`config.mk`:
```
export PLATFORM = sky130hd
export DESIGN_NAME = vsbc_ctrl
export DESIGN_NICKNAME = d
export VERILOG_FILES = /design/src/hdl/vsbc_pkg.sv /design/src/hdl/vsbc_ctrl.sv
export SDC_FILE = /design/constraint.sdc
export NUM_CORES = 1
export LEC_CHECK = 0
export BUFFER_PORTS_ARGS = -buffer_cell sky130_fd_sc_hd__buf_2
export CAP_MARGIN = 20
export CORE_UTILIZATION = 55
export DETAILED_ROUTE_END_ITERATION = 8
export PLACE_DENSITY = 0.88
export SLEW_MARGIN = 15
export SYNTH_ARGS = -nofsm -noshare
export SYNTH_HDL_FRONTEND = slang
export SYNTH_SLANG_ARGS = --single-unit
```
`constraint.sdc`:
```
create_clock -name clk -period 4.5 [get_ports clk]
set_clock_uncertainty 0.1 [all_clocks]
set_input_delay 0.45 -clock clk [delete_from_list [all_inputs] [get_ports clk]]
set_output_delay 0.45 -clock clk [all_outputs]
set_load 0.01 [all_outputs]
```
`src/hdl/vsbc_pkg.sv`:
```
// Shared constants, types and helpers for the swept-box voxel collision block.
package vsbc_pkg;

	// World and sub-step sizing.
	localparam int WORLD_CELLS  = 64;
	localparam int MAX_SUBSTEPS = 16;
	localparam int CW           = $clog2(WORLD_CELLS);
	localparam int ROW_AW       = 2 * CW;
	localparam int ROWS         = WORLD_CELLS * WORLD_CELLS;
	localparam int CELL_COUNT   = WORLD_CELLS * WORLD_CELLS * WORLD_CELLS;
	localparam int STEP_W       = $clog2(MAX_SUBSTEPS + 1);
	localparam int FT_W         = 16;

	// Bound arithmetic is carried at this width, Q.16 signed.
	localparam int LW = 36;
	localparam logic signed [LW-1:0] ONE_L   = LW'(65536);
	localparam logic signed [LW-1:0] FRAC_L  = LW'(65535);
	localparam logic signed [LW-1:0] WQ_L    = LW'(WORLD_CELLS * 65536);
	localparam logic signed [LW-1:0] WMAX_L  = LW'(WORLD_CELLS - 1);

	// Register reset values.
	localparam logic [15:0]        FRAME_TIME_RST = 16'd1092;
	localparam logic signed [31:0] GRAVITY_RST    = -32'sd642253;
	localparam logic [15:0]        FALL_GAIN_RST  = 16'd256;
	localparam logic [15:0]        RISE_GAIN_RST  = 16'd256;
	localparam logic [30:0]        SPEED_LIM_RST  = 31'd3276800;
	localparam logic               COLLIDE_RST    = 1'b1;

	typedef enum logic [1:0] {
		MODE_WRITE  = 2'd0,
		MODE_GROUND = 2'd1,
		MODE_DEBUG  = 2'd2,
		MODE_NONE   = 2'd3
	} mode_t;

	typedef enum logic [2:0] {
		CFG_FRAME_TIME = 3'd0,
		CFG_GRAVITY    = 3'd1,
		CFG_FALL_GAIN  = 3'd2,
		CFG_RISE_GAIN  = 3'd3,
		CFG_SPEED_LIM  = 3'd4,
		CFG_COLLIDE    = 3'd5
	} cfg_idx_t;

	typedef enum logic [1:0] {
		MUL_DT_GAIN = 2'd0,
		MUL_GRAV    = 2'd1,
		MUL_DT_VEL  = 2'd2,
		MUL_SDT_VEL = 2'd3
	} mul_sel_t;

	typedef enum logic [4:0] {
		ST_CLEAR,
		ST_IDLE,
		ST_WR_RD,
		ST_WR_WR,
		ST_G_GAIN,
		ST_G_MUL,
		ST_G_APPLY,
		ST_SPLIT,
		ST_MX_MUL,
		ST_MX_ACC,
		ST_DIV_GO,
		ST_DIV_WAIT,
		ST_AX_CHECK,
		ST_D_MUL,
		ST_D_ACC,
		ST_BOUNDS,
		ST_RANGE,
		ST_SCAN_CHK,
		ST_ROW_RD,
		ST_X_SCAN,
		ST_RESOLVE,
		ST_NEXT,
		ST_FREE,
		ST_OUT
	} state_t;

	// Commands from the controller to the datapath.
	typedef struct packed {
		logic       load;
		logic       mul_en;
		mul_sel_t   mul_sel;
		logic [1:0] k;
		logic [1:0] ax;
		logic       grav_apply;
		logic       mx_acc;
		logic       div_start;
		logic       sdt_div;
		logic       sdt_dt;
		logic       d_acc;
		logic       bounds;
		logic       range;
		logic       row_rd;
		logic       x_step;
		logic       next_y;
		logic       next_z;
		logic       resolve;
		logic       free_apply;
		logic       wr_rd;
		logic       wr_wr;
		logic       clr;
	} cmd_t;

	// Status from the datapath to the controller.
	typedef struct packed {
		logic              collide_on;
		logic              clr_last;
		logic              div_done;
		logic              vel_zero;
		logic              range_empty;
		logic              x_last;
		logic              y_last;
		logic              z_last;
		logic [STEP_W-1:0] steps;
	} sts_t;

	// Saturate a sum to the signed 32-bit range.
	function automatic logic signed [31:0] sat32(input logic signed [33:0] v);
		logic signed [31:0] r;
		if (v > 34'sd2147483647) begin
			r = 32'sh7FFF_FFFF;
		end else if (v < -34'sd2147483648) begin
			r = 32'sh8000_0000;
		end else begin
			r = v[31:0];
		end
		return r;
	endfunction

endpackage

```
`src/hdl/vsbc_ctrl.sv`:
```
// Controller state machine that sequences cell writes, gravity, sub-steps and the cell scan.
module vsbc_ctrl (
	input  logic           clk,
	input  logic           arst_n,
	input  logic           start,
	input  logic [1:0]     mode,
	output logic           busy,
	output logic           done,
	output vsbc_pkg::cmd_t cmd,
	input  vsbc_pkg::sts_t sts
);
	import vsbc_pkg::*;

	state_t            state_q, state_d;
	logic [1:0]        k_q, k_d;
	logic [1:0]        a_q, a_d;
	logic [STEP_W-1:0] step_q, step_d;

	always_ff @(posedge clk or negedge arst_n) begin
		if (!arst_n) begin
			state_q <= ST_CLEAR;
			k_q     <= '0;
			a_q     <= '0;
			step_q  <= '0;
		end else begin
			state_q <= state_d;
			k_q     <= k_d;
			a_q     <= a_d;
			step_q  <= step_d;
		end
	end

	// Next state and loop counters.
	always_comb begin
		state_d = state_q;
		k_d     = k_q;
		a_d     = a_q;
		step_d  = step_q;
		unique case (state_q)
			ST_CLEAR: if (sts.clr_last) state_d = ST_IDLE;
			ST_IDLE: begin
				if (start) begin
					unique case (mode_t'(mode))
						MODE_WRITE:  state_d = ST_WR_RD;
						MODE_GROUND: state_d = ST_G_GAIN;
						MODE_DEBUG:  state_d = ST_SPLIT;
						default:     state_d = ST_IDLE;
					endcase
				end
			end
			ST_WR_RD:   state_d = ST_WR_WR;
			ST_WR_WR:   state_d = ST_IDLE;
			ST_G_GAIN:  state_d = ST_G_MUL;
			ST_G_MUL:   state_d = ST_G_APPLY;
			ST_G_APPLY: state_d = ST_SPLIT;
			ST_SPLIT: begin
				k_d     = '0;
				state_d = sts.collide_on ? ST_MX_MUL : ST_D_MUL;
			end
			ST_MX_MUL: state_d = ST_MX_ACC;
			ST_MX_ACC: begin
				if (k_q == 2'd2) begin
					state_d = ST_DIV_GO;
				end else begin
					k_d     = k_q + 1'b1;
					state_d = ST_MX_MUL;
				end
			end
			ST_DIV_GO: state_d = ST_DIV_WAIT;
			ST_DIV_WAIT: begin
				if (sts.div_done) begin
					step_d  = '0;
					a_d     = '0;
					state_d = ST_AX_CHECK;
				end
			end
			ST_AX_CHECK: begin
				if (sts.vel_zero) begin
					state_d = ST_NEXT;
				end else begin
					k_d     = '0;
					state_d = ST_D_MUL;
				end
			end
			ST_D_MUL: state_d = ST_D_ACC;
			ST_D_ACC: begin
				if (k_q == 2'd2) begin
					state_d = sts.collide_on ? ST_BOUNDS : ST_FREE;
				end else begin
					k_d     = k_q + 1'b1;
					state_d = ST_D_MUL;
				end
			end
			ST_BOUNDS:   state_d = ST_RANGE;
			ST_RANGE:    state_d = ST_SCAN_CHK;
			ST_SCAN_CHK: state_d = sts.range_empty ? ST_RESOLVE : ST_ROW_RD;
			ST_ROW_RD:   state_d = ST_X_SCAN;
			ST_X_SCAN: begin
				if (sts.x_last) begin
					if (sts.y_last && sts.z_last) begin
						state_d = ST_RESOLVE;
					end else begin
						state_d = ST_ROW_RD;
					end
				end
			end
			ST_RESOLVE: state_d = ST_NEXT;
			ST_NEXT: begin
				if (a_q == 2'd2) begin
					a_d = '0;
					if (STEP_W'(step_q + 1'b1) == sts.steps) begin
						state_d = ST_OUT;
					end else begin
						step_d  = step_q + 1'b1;
						state_d = ST_AX_CHECK;
					end
				end else begin
					a_d     = a_q + 1'b1;
					state_d = ST_AX_CHECK;
				end
			end
			ST_FREE: state_d = ST_OUT;
			ST_OUT:  state_d = ST_IDLE;
			default: state_d = ST_IDLE;
		endcase
	end

	// Commands per state.
	always_comb begin
		cmd    = '0;
		cmd.k  = k_q;
		cmd.ax = a_q;
		unique case (state_q)
			ST_CLEAR: cmd.clr = 1'b1;
			ST_IDLE:  cmd.load = start;
			ST_WR_RD: cmd.wr_rd = 1'b1;
			ST_WR_WR: cmd.wr_wr = 1'b1;
			ST_G_GAIN: begin
				cmd.mul_en  = 1'b1;
				cmd.mul_sel = MUL_DT_GAIN;
			end
			ST_G_MUL: begin
				cmd.mul_en  = 1'b1;
				cmd.mul_sel = MUL_GRAV;
			end
			ST_G_APPLY: cmd.grav_apply = 1'b1;
			ST_SPLIT:   cmd.sdt_dt = !sts.collide_on;
			ST_MX_MUL: begin
				cmd.mul_en  = 1'b1;
				cmd.mul_sel = MUL_DT_VEL;
			end
			ST_MX_ACC:   cmd.mx_acc = 1'b1;
			ST_DIV_GO:   cmd.div_start = 1'b1;
			ST_DIV_WAIT: cmd.sdt_div = sts.div_done;
			ST_D_MUL: begin
				cmd.mul_en  = 1'b1;
				cmd.mul_sel = MUL_SDT_VEL;
			end
			ST_D_ACC:  cmd.d_acc = 1'b1;
			ST_BOUNDS: cmd.bounds = 1'b1;
			ST_RANGE:  cmd.range = 1'b1;
			ST_ROW_RD: cmd.row_rd = 1'b1;
			ST_X_SCAN: begin
				cmd.x_step = 1'b1;
				cmd.next_y = sts.x_last && !sts.y_last;
				cmd.next_z = sts.x_last && sts.y_last && !sts.z_last;
			end
			ST_RESOLVE: cmd.resolve = 1'b1;
			ST_FREE:    cmd.free_apply = 1'b1;
			default: ;
		endcase
	end

	assign busy = state_q != ST_IDLE;
	assign done = state_q == ST_OUT;

endmodule
```
## Yosys cells after proc, flatten, opt, wreduce, memory -nomap -nowiden

Cells that the tools add are included.

- Register bits: 14
- Output and inout port bits: 27
- Word-level logic and storage cells: 102
- Bits of input ports: 18

- Add/subtract/negate cells: 3
- Reductions and logical operators: 16
- Equality and inequality tests: 37
- Multiplexer cells: 42

Operators by type and width:

| kind | number |
|---|---|
| 5-bit case mux with 22 select lines | 1 |
| 5-bit 2-to-1 mux | 12 |
| 5-bit by 4-bit == test with 1-bit output (second input constant) | 8 |
| 5-bit == test (second input constant) | 8 |
| 5-bit by 3-bit == test with 1-bit output (second input constant) | 4 |
| 2-bit != test (second input constant) | 8 |
| 1-bit 2-to-1 mux | 15 |
| 3-bit 2-to-1 mux | 4 |
| 3-bit case mux with 4 select lines | 1 |
| 5-bit by 2-bit == test with 1-bit output (second input constant) | 2 |
| 2-bit 2-to-1 mux | 5 |
| 5-bit case mux with 2 select lines | 1 |
| 3-bit case mux with 3 select lines | 1 |
| 4-bit AND reduction | 2 |
| 2-bit == test (second input constant) | 3 |
| 2-bit case mux with 3 select lines | 1 |
| 5-bit by 1-bit adder with 5-bit output (second input constant) | 1 |
| 5-bit by 1-bit == test with 1-bit output (second input constant) | 1 |
| 5-bit == test | 1 |
| 5-bit logical NOT | 1 |
| 5-bit by 1-bit != test with 1-bit output (second input constant) | 1 |
| 2-bit by 1-bit adder with 2-bit output (second input constant) | 2 |
| 1-bit logical AND | 4 |
| 2-bit case mux with 2 select lines | 1 |
| other kinds (8) | 10 |

## Longest topological paths before layout

Gate-level depths: netlist of the first run.

- Depth after elaboration: 5
- Mapped depth: 7
- Mapped depth without buffers: 7

## Worst setup path after synthesis of the first run

OpenSTA, ideal clock, no wires.

- Kind: register to output
- Start point: register state_q[2]
- End point: output port cmd[5] (netlist bit)
- Data required time: 3.950 ns
- Data arrival time: 1.628 ns
- Cell stages (with the launch flop): 6
- Setup slack: 2.322 ns
- Path buffers: 1
- Cell sequence: dfrtp_1 > buf_2 > or3b_1 > nor2_1 > nand2_1 > nor3b_1

RTL lines:

| item | line | text |
|---|---|---|
| start: declaration | vsbc_ctrl.sv:14 | `state_t state_q, state_d;` |
| start signal: assignment | vsbc_ctrl.sv:26 | `state_q <= state_d;` |
| end: declaration | vsbc_ctrl.sv:9 | `output vsbc_pkg::cmd_t cmd,` |

==> results of run 1 <==
-- how the worst max path moves through the flow --
stage,startpoint,to,cells after the start
4_1_cts,state_q[1],cmd[5],5
3_3_place_gp,state_q[4],cmd[5],5
5_1_grt,state_q[1],cmd[5],5
6_report,state_q[4],cmd[5],5
2_1_floorplan,state_q[2],cmd[5],5
3_5_place_dp,state_q[1],cmd[5],5
-- critical path: stages (launching register included) --
cell	delay, ns
dfrtp_1	0.73
or3b_1	0.47
nor2_1	0.25
nand2_1	0.11
nor3b_1	0.16
buf_2	0.15
-- report_power, final --
part / leakage [nW] / internal, mW / switching, mW
Sequential: 0.183 / 0.163 / 0.113
Combinational: 0.565 / 0.201 / 0.247
Clock: 0.0210 / 0.0493 / 0.0451
Total: 0.770 / 0.414 / 0.405
-- routing by layer --
layer / global-route usage (%) / up-vias
met5: 0 / -
met4: 7.018 / 0
met3: 6.377 / 6
met2: 47.68 / 58
met1: 34.40 / 678
li1: - / 710
-- cells in the final DEF (no fill, tap or decap), types with 4 or more instances in the layout --
cell type / n
buf_2: 44
nor2_1: 22
dfrtp_1: 14
inv_1: 11
nand2_1: 10
nor3_1: 9
nand3_1: 8
nand2b_1: 7
a21oi_1: 7
xor2_1: 6
nand3b_1: 5
ha_1: 5
nor4_1: 4
xnor2_1: 4
o21ai_0: 4
-- per-stage QoR --
stage               setup WS, ns  power, mW  instance area [um^2]
floorplan                  2.322     0.5949                  1393
global placement           2.221     0.7036                  1600
detailed placement         2.157     0.7199                  1600
CTS                        1.821     0.8148                  1647
global route               1.639     0.8845                  1647
finish                     1.789     0.8186                  1647
-- cell type report --
class                           instances  area (um^2)  share of cell area (%)
Tap cell                               28        35.03                   2.128
Timing Repair Buffer                   45        230.2                   13.98
Clock buffer                            4        36.28                   2.204
Multi-Input combinational cell        139        949.7                   57.67
Inverter                               12        45.04                   2.736
Sequential cell                        14        350.3                   21.28
-- state kept, by name, indices dropped and copies added, names as in the netlist --
signal / flops
step_q: 5
k_q: 2
state_q: 5
a_q: 2
-- cell families (layout without fill, tap and decap cells) --
logic type,count (synthesis),after routing,share of synthesized area [%]
simple gates,83,83,33.69
compound gates,39,39,22.28
buf+inv,23,61,6.648
flops,14,14,25.16
xor+xnor,10,10,6.289
fa+ha+maj,5,5,4.492
mux,2,2,1.438
-- Yosys cell counts (2+ instances only) --
library cell  count  area share [%]
nor3_1            9             3.2
o2bb2ai_1         2             1.3
nand2_1          10             2.7
nand2b_1          7             3.1
a31oi_1           2            0.90
dfrtp_1          14              25
clkbuf_1          2            0.54
a221o_1           2             1.4
nor2_1           22             5.9
nor2b_1           2            0.90
or3_1             3             1.3
a21o_1            2             1.1
ha_1              5             4.5
o22ai_1           2            0.90
buf_2             5             1.8
o21ai_0           4             1.4
nor4_1            4             1.8
o21ai_1           3             1.1
o221ai_1          2             1.3
buf_1             4             1.1
mux2i_1           2             1.4
xnor2_1           4             2.5
a211oi_1          2             1.1
nand3b_1          5             2.7
xor2_1            6             3.8
o31ai_1           3             1.6
a32oi_1           2             1.3
nand3_1           8             2.9
and2_1            2            0.90
inv_1            11             3.0
a21oi_1           7             2.5
or3b_1            3             1.9
-- what timing repair did --
item	4_1_cts	5_1_grt
endpoints found under the hold margin	14	0
buffers inserted	0	0
endpoints found under the setup margin	0	0
hold buffers	1	0
==> results by stage, run 1 <==
Logic synthesis:
- The share of flip-flops with an asynchronous set or reset is 100.0%.
- The share of the Yosys chip area taken by registers is 25.16%.
- The dominant register cell in the synthesized netlist is dfrtp_1.
- Synthesis inferred 14 register bits.
- Yosys mapped the design onto 47 distinct sky130hd cell types.
- The number of nets in the synthesized netlist is 199.
- The number of enable flip-flop cells after synthesis is 0.
- The number of warnings reported in the yosys synthesis log is 0.
- The synthesized netlist occupies a cell area of 1393 um^2.
- The number of instances in the synthesized netlist is 176.
- The per-instance average area after synthesis is 7.912 um^2.

Floorplan:
- The height of the die is 52.32 um.
- The initial utilization of the core area, before any placement, comes to 60.62%.
- Measured along the x axis, the die boundary spans 52.32 um.
- The row count is 17.
- The I/O pin total is 45.
- The die covers 2737 um^2.
- The total area inside the core boundary comes to 2297 um^2.

STA:
- The max-slew violation total from the final report is 0.
- At the pin with the least slew margin, the transition time is 0.6660 ns.
- Of the available clock period, the critical path in the final layout requires 60.24%.
- Adding up every negative setup slack in the final design gives 0 ns.
- Setup repair after global routing left no endpoint under its margin.
- The final worst hold slack is 0.3464 ns.
- Timing would allow up to 368.9 MHz.
- In this run the tightest slew margin relative to its limit is 55.60%.
- The count of endpoints failing hold in the final timing report was 0.
- Counting I/O delays and the setup requirement, the final critical path takes 2.711 ns.
- Setup violations remaining at the end of the flow were counted as 0.

Detailed routing:
- The remaining antenna violation count is 0.
- The topmost layer with routed signal wires is met4.
- The sum of met3 wire segment lengths after detailed routing is 197 um.
- The detailed-route via count is 1452.
- For this block, the routed nets add up to 3561 um of wire.
- Dividing the detail-routed via count by the number of cells gives 6.000.
- The count of routing violations after the opening detailed-route iteration is 33.
- The number of design rule violations left after detail routing is 0.
- The post-detailed-route wirelength per cell is 14.71 um.
- The length of the first detailed-routing pass in iterations is 4.
- The routed length on met2 is 1756 um.
- The sum of routed wire segments on met1 is 1566 um.

Clocking:
- The clock-pin slew on the worst setup and hold paths is 0.09 ns.
- The number of gates resized after CTS was 0.
- The H-tree depth is 1.
- The library cell used as clock root buffer is clkbuf_4.
- The clock tree from TritonCTS is done.
- The number of buffers created by CTS is 3.
- The clock sink total is 14.
- At the later pin of the worst-skew pair, clock insertion delay measures 0.29 ns.
- The maximum buffer depth of the clock tree is 2.

Final layout:
- Relative to the synthesized area, the layout overhead comes to 18.24%.
- The final net count is 238.
- In the final layout, the share of cells above drive strength 1 is 26.17%.
- The repair_antennas step left the layout with diodes totalling 0.
- At the end of the flow the core is filled with cells to 71.68%.
- The finished layout holds 242 standard cells, fillers aside.
- The fill cell total of the finished layout is 220.

Power and ir drop:
- The power per unit of standard cell area is 497.2 nW/um^2.
- The worst vdd rail ir drop is 0.0003342 V.
- The leakage component of the power is 0.7695 nW.

Global route:
- Entering global routing, the biggest net connects 25 pins.
- The total track usage is 27.70%.
- Global routing finished with a remaining overflow of 0.
- The global-route wire length before repair is 5630 um.
- The number of global-route vias before repair is 1304.
- The initial antenna violation count is 0.

Setup path:
- The worst reg2reg path startpoint is state_q[2].
- The endpoint class of the critical path is an output pin.
- Of all nets on the critical path, the largest fanout is 21.
- The depth of the worst register-to-register path is 5.
- The critical path in this run is classified as reg2out.
- The setup check on the worst reg-to-reg path leaves a slack of 2.25 ns.
- The category of the worst setup path launch point is a register.
- The worst register-to-register path ends at step_q[2].
- Data on the critical path arrives at its endpoint at 2.16 ns.
- STA puts the critical path data required time at 3.95 ns.

Min path:
- The cell count of the worst hold path is 3.
- The hold path startpoint is sts[11].
- The tightest min-delay check is of the in2reg type.
- The worst-case hold path end point is state_q[0].

Place:
- Including well taps, the total number of placed cells is 237.
- The routability congestion estimate from global placement is 0.8942.
- Detailed placement ended at an HPWL of 2740 um.
- The number of buffers inserted by port buffering is 44.

Run:
- The number of max-capacitance violations reported is 0.

Status:
- The flow ran to the end, and the final reports show no timing, DRC or antenna violations.
Note: power is estimated with default switching activity, not from simulation.
==> run 2: changes to the inputs <==
- CORE_UTILIZATION: 55 -> 46
- PLACE_DENSITY: 0.88 -> 0.78
- clock period: 4.5 -> 2.25 ns (I/O delays scaled with it)
==> results by stage, run 2 (same netlist as run 1, synthesis figures left out) <==
Status:
- Status: finished with violations (was finished, final reports clean).
- The final reports fail on design-rule violations.

Clocking:
- The library cell used as clock root buffer is clkbuf_4 (unchanged).
- The clock latency at the later pin of the worst-skew pair is 0.30 ns (was 0.29 ns).
- The maximum buffer depth of the clock tree was 2 (unchanged).
- The clock tree from TritonCTS is done (unchanged).
- The number of buffers created by CTS is 3 (unchanged).
- The clock sink total was 14 (unchanged).
- The post-CTS setup-driven buffer insertion count came to 0 (unchanged).
- The clock-pin slew on the worst setup and hold paths is 0.09 ns (about the same).
- The H-tree depth came to 1 (unchanged).

Setup path:
- The worst reg2reg path startpoint is step_q[0] (was state_q[2]).
- The endpoint of the most critical register-to-register path is step_q[0] (was step_q[2]).
- The maximum fanout along the worst path is 8 (was 21).
- The type of the setup path with the least slack is reg2out (unchanged).
- The worst reg-to-reg setup slack is 0.17 ns (was 2.25 ns).
- The category of the worst setup path launch point is a register (unchanged).
- The depth of the worst register-to-register path is 7 (was 5).
- The endpoint class of the critical path is an output pin (unchanged).
- The endpoint required time on the critical path is 1.92 ns (was 3.95 ns).
- The data arrival time of the worst path came to 1.81 ns (was 2.16 ns).

Global route:
- The total track usage came to 24.51% (was 27.70%).
- The initial antenna violation count came to 0 (unchanged).
- The met1 layer usage reported by global route is 31.58% (was 34.40%).
- The largest net degree at the start of global routing came to 18 (was 25).
- The met3 track utilization from global routing was 3.175% (was 6.377%).
- The number of global-route vias before repair is 1377 (was 1304).
- The total overflow reported by the global router is 0 (unchanged).
- The layer carrying the most global-route usage was met2 (unchanged).
- The global-route wire length before repair is 6237 um (was 5630 um).
- The met2 routing resource usage after global routing is 42.02% (was 47.68%).

STA:
- The count of endpoints failing setup in the final report was 0 (unchanged).
- The transition time at the pin with the least slew margin was 0.4482 ns (was 0.6660 ns).
- The post-route setup TNS was 0 ns (unchanged).
- Unrepaired setup endpoints after global routing: no (unchanged).
- The count of endpoints failing hold in the final timing report is 0 (unchanged).
- The max-slew violation total from the final report came to 0 (unchanged).
- The headroom to the max-slew limit is 69.84% (was 55.60%).
- The maximum clock rate is 468.8 MHz.
- The smallest setup slack after layout came to 0.1167 ns (was 1.789 ns).
- The final worst-path cycle share is 94.81%.
- For the finished layout, the period the worst path requires is 2.133 ns.

Floorplan:
- The row count is 19 (was 17).
- The area of the core is 2805 um^2 (was 2297 um^2).
- The die span in x is 57.02 um (was 52.32 um).
- The height of the die was 57.02 um (was 52.32 um).
- The initial core utilization is 49.64% (was 60.62%).
- The die area came to 3251 um^2 (was 2737 um^2).
- The I/O pin total is 45 (unchanged).

Min path:
- The hold path startpoint is sts[11] (unchanged).
- The worst-case hold path end point is state_q[0] (unchanged).
- The worst hold-check path type was in2reg (unchanged).
- The cell count of the worst hold path is 3 (unchanged).

Detailed routing:
- The count of routing violations after the opening detailed-route iteration is 48 (was 33).
- The length of the first detailed-routing pass in iterations is 6 (was 4).
- The number of design rule violations left after detail routing was 4 (was 0).
- The remaining antenna violation count is 0 (unchanged).
- The detailed-route wire length came to 3613 um (was 3561 um).
- The number of vias per cell after detailed routing is 5.732 (was 6.000).
- The detailed-route via count came to 1456 (was 1452).
- The post-detailed-route wirelength per cell was 14.22 um (was 14.71 um).

Final layout:
- Largest registers: state_q (5), step_q (5) (unchanged).
- The final net count came to 247 (was 238).
- Most used cells in the layout excluding fill and tap cells: buf_2 (44), nor2_1 (22), dfrtp_1 (12) (was buf_2 (44), nor2_1 (22), dfrtp_1 (14)).
- The fill cell total of the finished layout came to 280 (was 220).
- The area added between synthesis and finish came to 24.62% (was 18.24%).
- The number of antenna cells inserted is 0 (unchanged).
- The most common library cell in the layout ignoring fill and taps is buf_2 (unchanged).
- The fraction of layout instances using a drive strength above 1 is 30.49% (was 26.17%).
- The number of standard cells in the final layout excluding fillers is 254 (was 242).
- The end-of-flow core utilization is 61.86% (was 71.68%).

Place:
- The half-perimeter wire length after placement was 2820 um (was 2740 um).
- The number of buffers inserted by port buffering is 44 (unchanged).
- The number of cells after detailed placement is 249 (was 237).
- The worst setup slack before clock tree synthesis is 0.1719 ns (was 2.157 ns).
- The routability congestion estimate from global placement is 0.8874 (was 0.8942).

Run:
- The number of max-capacitance violations reported is 0 (unchanged).

Power and ir drop:
- The power per unit of standard cell area is 1000 nW/um^2 (was 497.2 nW/um^2).
- The total power consumption of the routed design is 1.736 mW (was 0.8186 mW).
- The worst vdd rail ir drop came to 0.0005497 V (was 0.0003342 V).
- The leakage component of the power is 0.8171 nW (was 0.7695 nW).
run 2: cell types whose count changed in the layout (fill, tap and decap cells not counted):
cell,before,now
buf_12,0,1
or3b_4,0,1
dfrtp_1,14,12
or3b_1,3,2
dfrtp_2,0,2
buf_4,0,8
run 2: how the worst max path moves through the flow:
stage                     startpoint   endpoint  slack [ns]  cells after the start
after floorplan            step_q[0]  step_q[3]        0.23                      6
after global placement     step_q[1]  step_q[0]        0.28                      7
after detailed placement   step_q[0]  step_q[1]        0.17                      7
after CTS                 state_q[0]     cmd[5]        0.03                      5
after global routing      state_q[3]     cmd[5]        0.02                      5
final                     state_q[3]    cmd[24]        0.12                      4
run 2: what timing repair did:
action | 4_1_cts | 5_1_grt
hold buffers | 1 | 0
endpoints found under the setup margin | 0 | 3
gates resized for setup | 0 | 3
endpoints found under the hold margin | 14 | 0
run 2: cell type report:
type / count / area (um^2) / area share, %
Multi-Input combinational cell: 139 / 952.2 / 54.87
Sequential cell: 14 / 352.8 / 20.33
Tap cell: 31 / 38.79 / 2.235
Timing Repair Buffer: 54 / 310.3 / 17.88
Clock buffer: 4 / 36.28 / 2.091
Inverter: 12 / 45.04 / 2.596
run 2: per-stage QoR:
stage / hold WS (ns) / instance area (um^2)
global placement: 0.02956 / 1684
CTS: 0.09942 / 1730
detailed placement: 0.04181 / 1684
floorplan: -0.1706 / 1393
finish: 0.09859 / 1735
global route: 0.1094 / 1735
run 2: worst max-delay path: stages, from the launching register on:
cell	delay [ns]
dfrtp_1	0.48
or3_1	0.52
nor2_1	0.23
and2_1	0.16
buf_2	0.12
run 2: per-layer routing:
metal  vias to the layer above  share of wire, %
met4                         0               1.2
met3                         7               4.5
li1                        727                 -
met1                       673                45
met2                        49                49
met5                         -                 0
run 2: power breakdown:
| part | internal (mW) | switching (mW) |
|---|---|---|
| clock | 0.0989 | 0.0946 |
| sequential | 0.331 | 0.143 |
| combinational | 0.471 | 0.597 |
==> run 3: changes to the inputs <==
- PLACE_DENSITY: 0.78 -> 0.76
==> results by stage, run 3 (same netlist as run 1, synthesis figures left out) <==
Status:
- Status: finished with violations (unchanged).
- Violated checks: design-rule violations (unchanged).

Place:
- The number of buffers inserted by port buffering was 44 (unchanged).
- The half-perimeter wire length after placement came to 2900 um (was 2820 um).
- The routability congestion estimate from global placement is 0.9426 (was 0.8874).

Setup path:
- The worst reg-to-reg setup slack is 0.13 ns (was 0.17 ns).
- The type of the setup path with the least slack is reg2out (unchanged).
- The endpoint class of the critical path is an output pin (unchanged).
- The endpoint of the most critical register-to-register path is step_q[1] (was step_q[0]).
- The depth of the worst register-to-register path was 7 (unchanged).
- The maximum fanout along the worst path is 12 (was 8).
- The data arrival time of the worst path is 1.81 ns (about the same).
- The worst reg2reg path startpoint is step_q[0] (unchanged).
- The category of the worst setup path launch point is a register (unchanged).
- The endpoint required time on the critical path came to 1.92 ns (about the same).

Floorplan:
- The row count is 19 (unchanged).
- The height of the die came to 57.02 um (unchanged).
- The area of the core came to 2805 um^2 (unchanged).
- The initial core utilization is 49.64% (unchanged).
- The die area is 3251 um^2 (unchanged).
- The I/O pin total is 45 (unchanged).
- The die span in x came to 57.02 um (unchanged).

Final layout:
- The final net count is 251 (was 247).
- The area taken by flip-flops and latches came to 354.1 um^2 (was 352.8 um^2).
- Largest registers: state_q (5), step_q (5) (unchanged).
- The fill cell total of the finished layout is 269 (was 280).
- Most used cells in the layout excluding fill and tap cells: buf_2 (44), nor2_1 (21), buf_4 (13) (was buf_2 (44), nor2_1 (22), dfrtp_1 (12)).
- The area added between synthesis and finish is 26.42% (was 24.62%).
- The footprint of the multi-input gates is 958.4 um^2 (was 952.2 um^2).
- The fraction of layout instances using a drive strength above 1 came to 32.60% (was 30.49%).
- The number of antenna cells inserted was 0 (unchanged).
- The most common library cell in the layout ignoring fill and taps was buf_2 (unchanged).

Detailed routing:
- The number of design rule violations left after detail routing is 6 (was 4).
- The length of the first detailed-routing pass in iterations was 7 (was 6).
- The count of routing violations after the opening detailed-route iteration was 86 (was 48).
- The detailed-route wire length is 3751 um (was 3613 um).
- The remaining antenna violation count was 0 (unchanged).
- The post-detailed-route wirelength per cell is 14.54 um (was 14.22 um).
- The detailed-route via count is 1506 (was 1456).
- The number of vias per cell after detailed routing is 5.837 (was 5.732).

Power and ir drop:
- The net switching power is 0.8396 mW (was 0.8344 mW).
- The power per unit of standard cell area is 997.6 nW/um^2 (was 1000 nW/um^2).
- The proportion of total power due to net switching was 47.81% (was 48.07%).
- The part of the power in registers came to 28.2% (was 27.3%).
- The clock network fraction of design power came to 10.4% (was 11.1%).
- The total power consumption of the routed design came to 1.756 mW (was 1.736 mW).
- The worst vdd rail ir drop is 0.0005591 V (was 0.0005497 V).
- The combinational share of power came to 61.4% (was 61.6%).
- The leakage component of the power is 0.8274 nW (was 0.8171 nW).
- The cell internal power dissipation is 0.9167 mW (was 0.9015 mW).

Clocking:
- The clock latency at the later pin of the worst-skew pair was 0.29 ns (was 0.30 ns).
- The clock-pin slew on the worst setup and hold paths is 0.08 ns (was 0.09 ns).
- The number of buffers created by CTS was 3 (unchanged).
- The library cell used as clock root buffer is clkbuf_4 (unchanged).
- The clock sink total came to 14 (unchanged).
- The clock tree from TritonCTS is done (unchanged).
- The H-tree depth was 1 (unchanged).
- The maximum buffer depth of the clock tree is 2 (unchanged).

STA:
- The max-slew violation total from the final report is 0 (unchanged).
- Unrepaired setup endpoints after global routing: no (unchanged).
- The count of endpoints failing setup in the final report was 0 (unchanged).
- The final worst-path cycle share is 94.67% (was 94.81%).
- The shortest clock period the worst path allows after layout was 2.130 ns (was 2.133 ns).
- The maximum clock rate is 469.5 MHz (was 468.8 MHz).
- The count of endpoints failing hold in the final timing report is 0 (unchanged).
- The post-route setup TNS came to 0 ns (unchanged).
- The headroom to the max-slew limit came to 73.64% (was 69.84%).
- The transition time at the pin with the least slew margin is 0.3926 ns (was 0.4482 ns).

Min path:
- The worst hold-check path type is in2reg (unchanged).
- The hold path startpoint is sts[11] (unchanged).
- The worst-case hold path end point is state_q[0] (unchanged).
- The cell count of the worst hold path came to 3 (unchanged).

Run:
- The number of max-capacitance violations reported is 0 (unchanged).

Global route:
- The initial antenna violation count is 0 (unchanged).
- The number of global-route vias before repair is 1328 (was 1377).
- The total overflow reported by the global router came to 0 (unchanged).
- The global-route wire length before repair is 5989 um (was 6237 um).
- The total track usage is 23.19% (was 24.51%).
- The largest net degree at the start of global routing came to 17 (was 18).
run 3: what timing repair did:
| item | 4_1_cts | 5_1_grt |
|---|---|---|
| hold buffers | 1 | 0 |
| endpoints found under the setup margin | 1 | 7 |
| setup buffers | 0 | 1 |
| endpoints found under the hold margin | 14 | 0 |
| gates resized for setup | 2 | 3 |
| pin swaps | 0 | 0 |
run 3: worst max-delay path by stage:
stage / start / endpoint / cells after the start
finish: state_q[3] / cmd[5] / 5
global route: state_q[3] / cmd[5] / 5
CTS: state_q[3] / cmd[5] / 5
detailed placement: step_q[0] / step_q[4] / 6
global placement: step_q[0] / step_q[3] / 6
floorplan: step_q[0] / step_q[3] / 6
run 3: final cells by class:
type,instances,area share [%]
Sequential cell,14,20.11
Timing Repair Buffer,58,18.62
Inverter,12,2.559
Tap cell,31,2.203
Multi-Input combinational cell,139,54.44
Clock buffer,4,2.061
run 3: worst max-delay path, cell delays in order, from the launching register on:
cell and delay [ns]:
dfrtp_2 0.49, or3b_1 0.43, nor2_2 0.17, nand2_1 0.09, nor3b_1 0.17, buf_2 0.15
run 3: metal layers:
layer	track usage (%)	vias up	wire, um
met3	4.308	4	305
met2	37.48	79	1732
met5	0	-	0
met4	3.833	0	25
li1	-	739	-
met1	32.91	684	1688
run 3: power by group through the flow:
stage	Sequential (mW)	Clock (mW)	Combinational, mW
after detailed placement	0.489	0	1.07
after CTS	0.488	0.183	1.07
after global placement	0.485	0	1.06
after global routing	0.508	0.193	1.19
final	0.495	0.183	1.08
after floorplan	0.412	0	0.778
run 3: through the flow:
stage	utilization (%)	instance area, um^2	cells	hold WS (ns)	setup slack (ns)
2_1_floorplan	-	1393	176	-0.1706	0.2270
3_3_place_gp	60.39	1694	252	0.02846	0.1764
3_5_place_dp	60.39	1694	252	0.03198	0.08905
4_1_cts	62.13	1743	257	0.1214	0.01311
5_1_grt	62.76	1760	258	0.1320	0.006012
6_report	62.76	1760	258	0.1244	0.1198
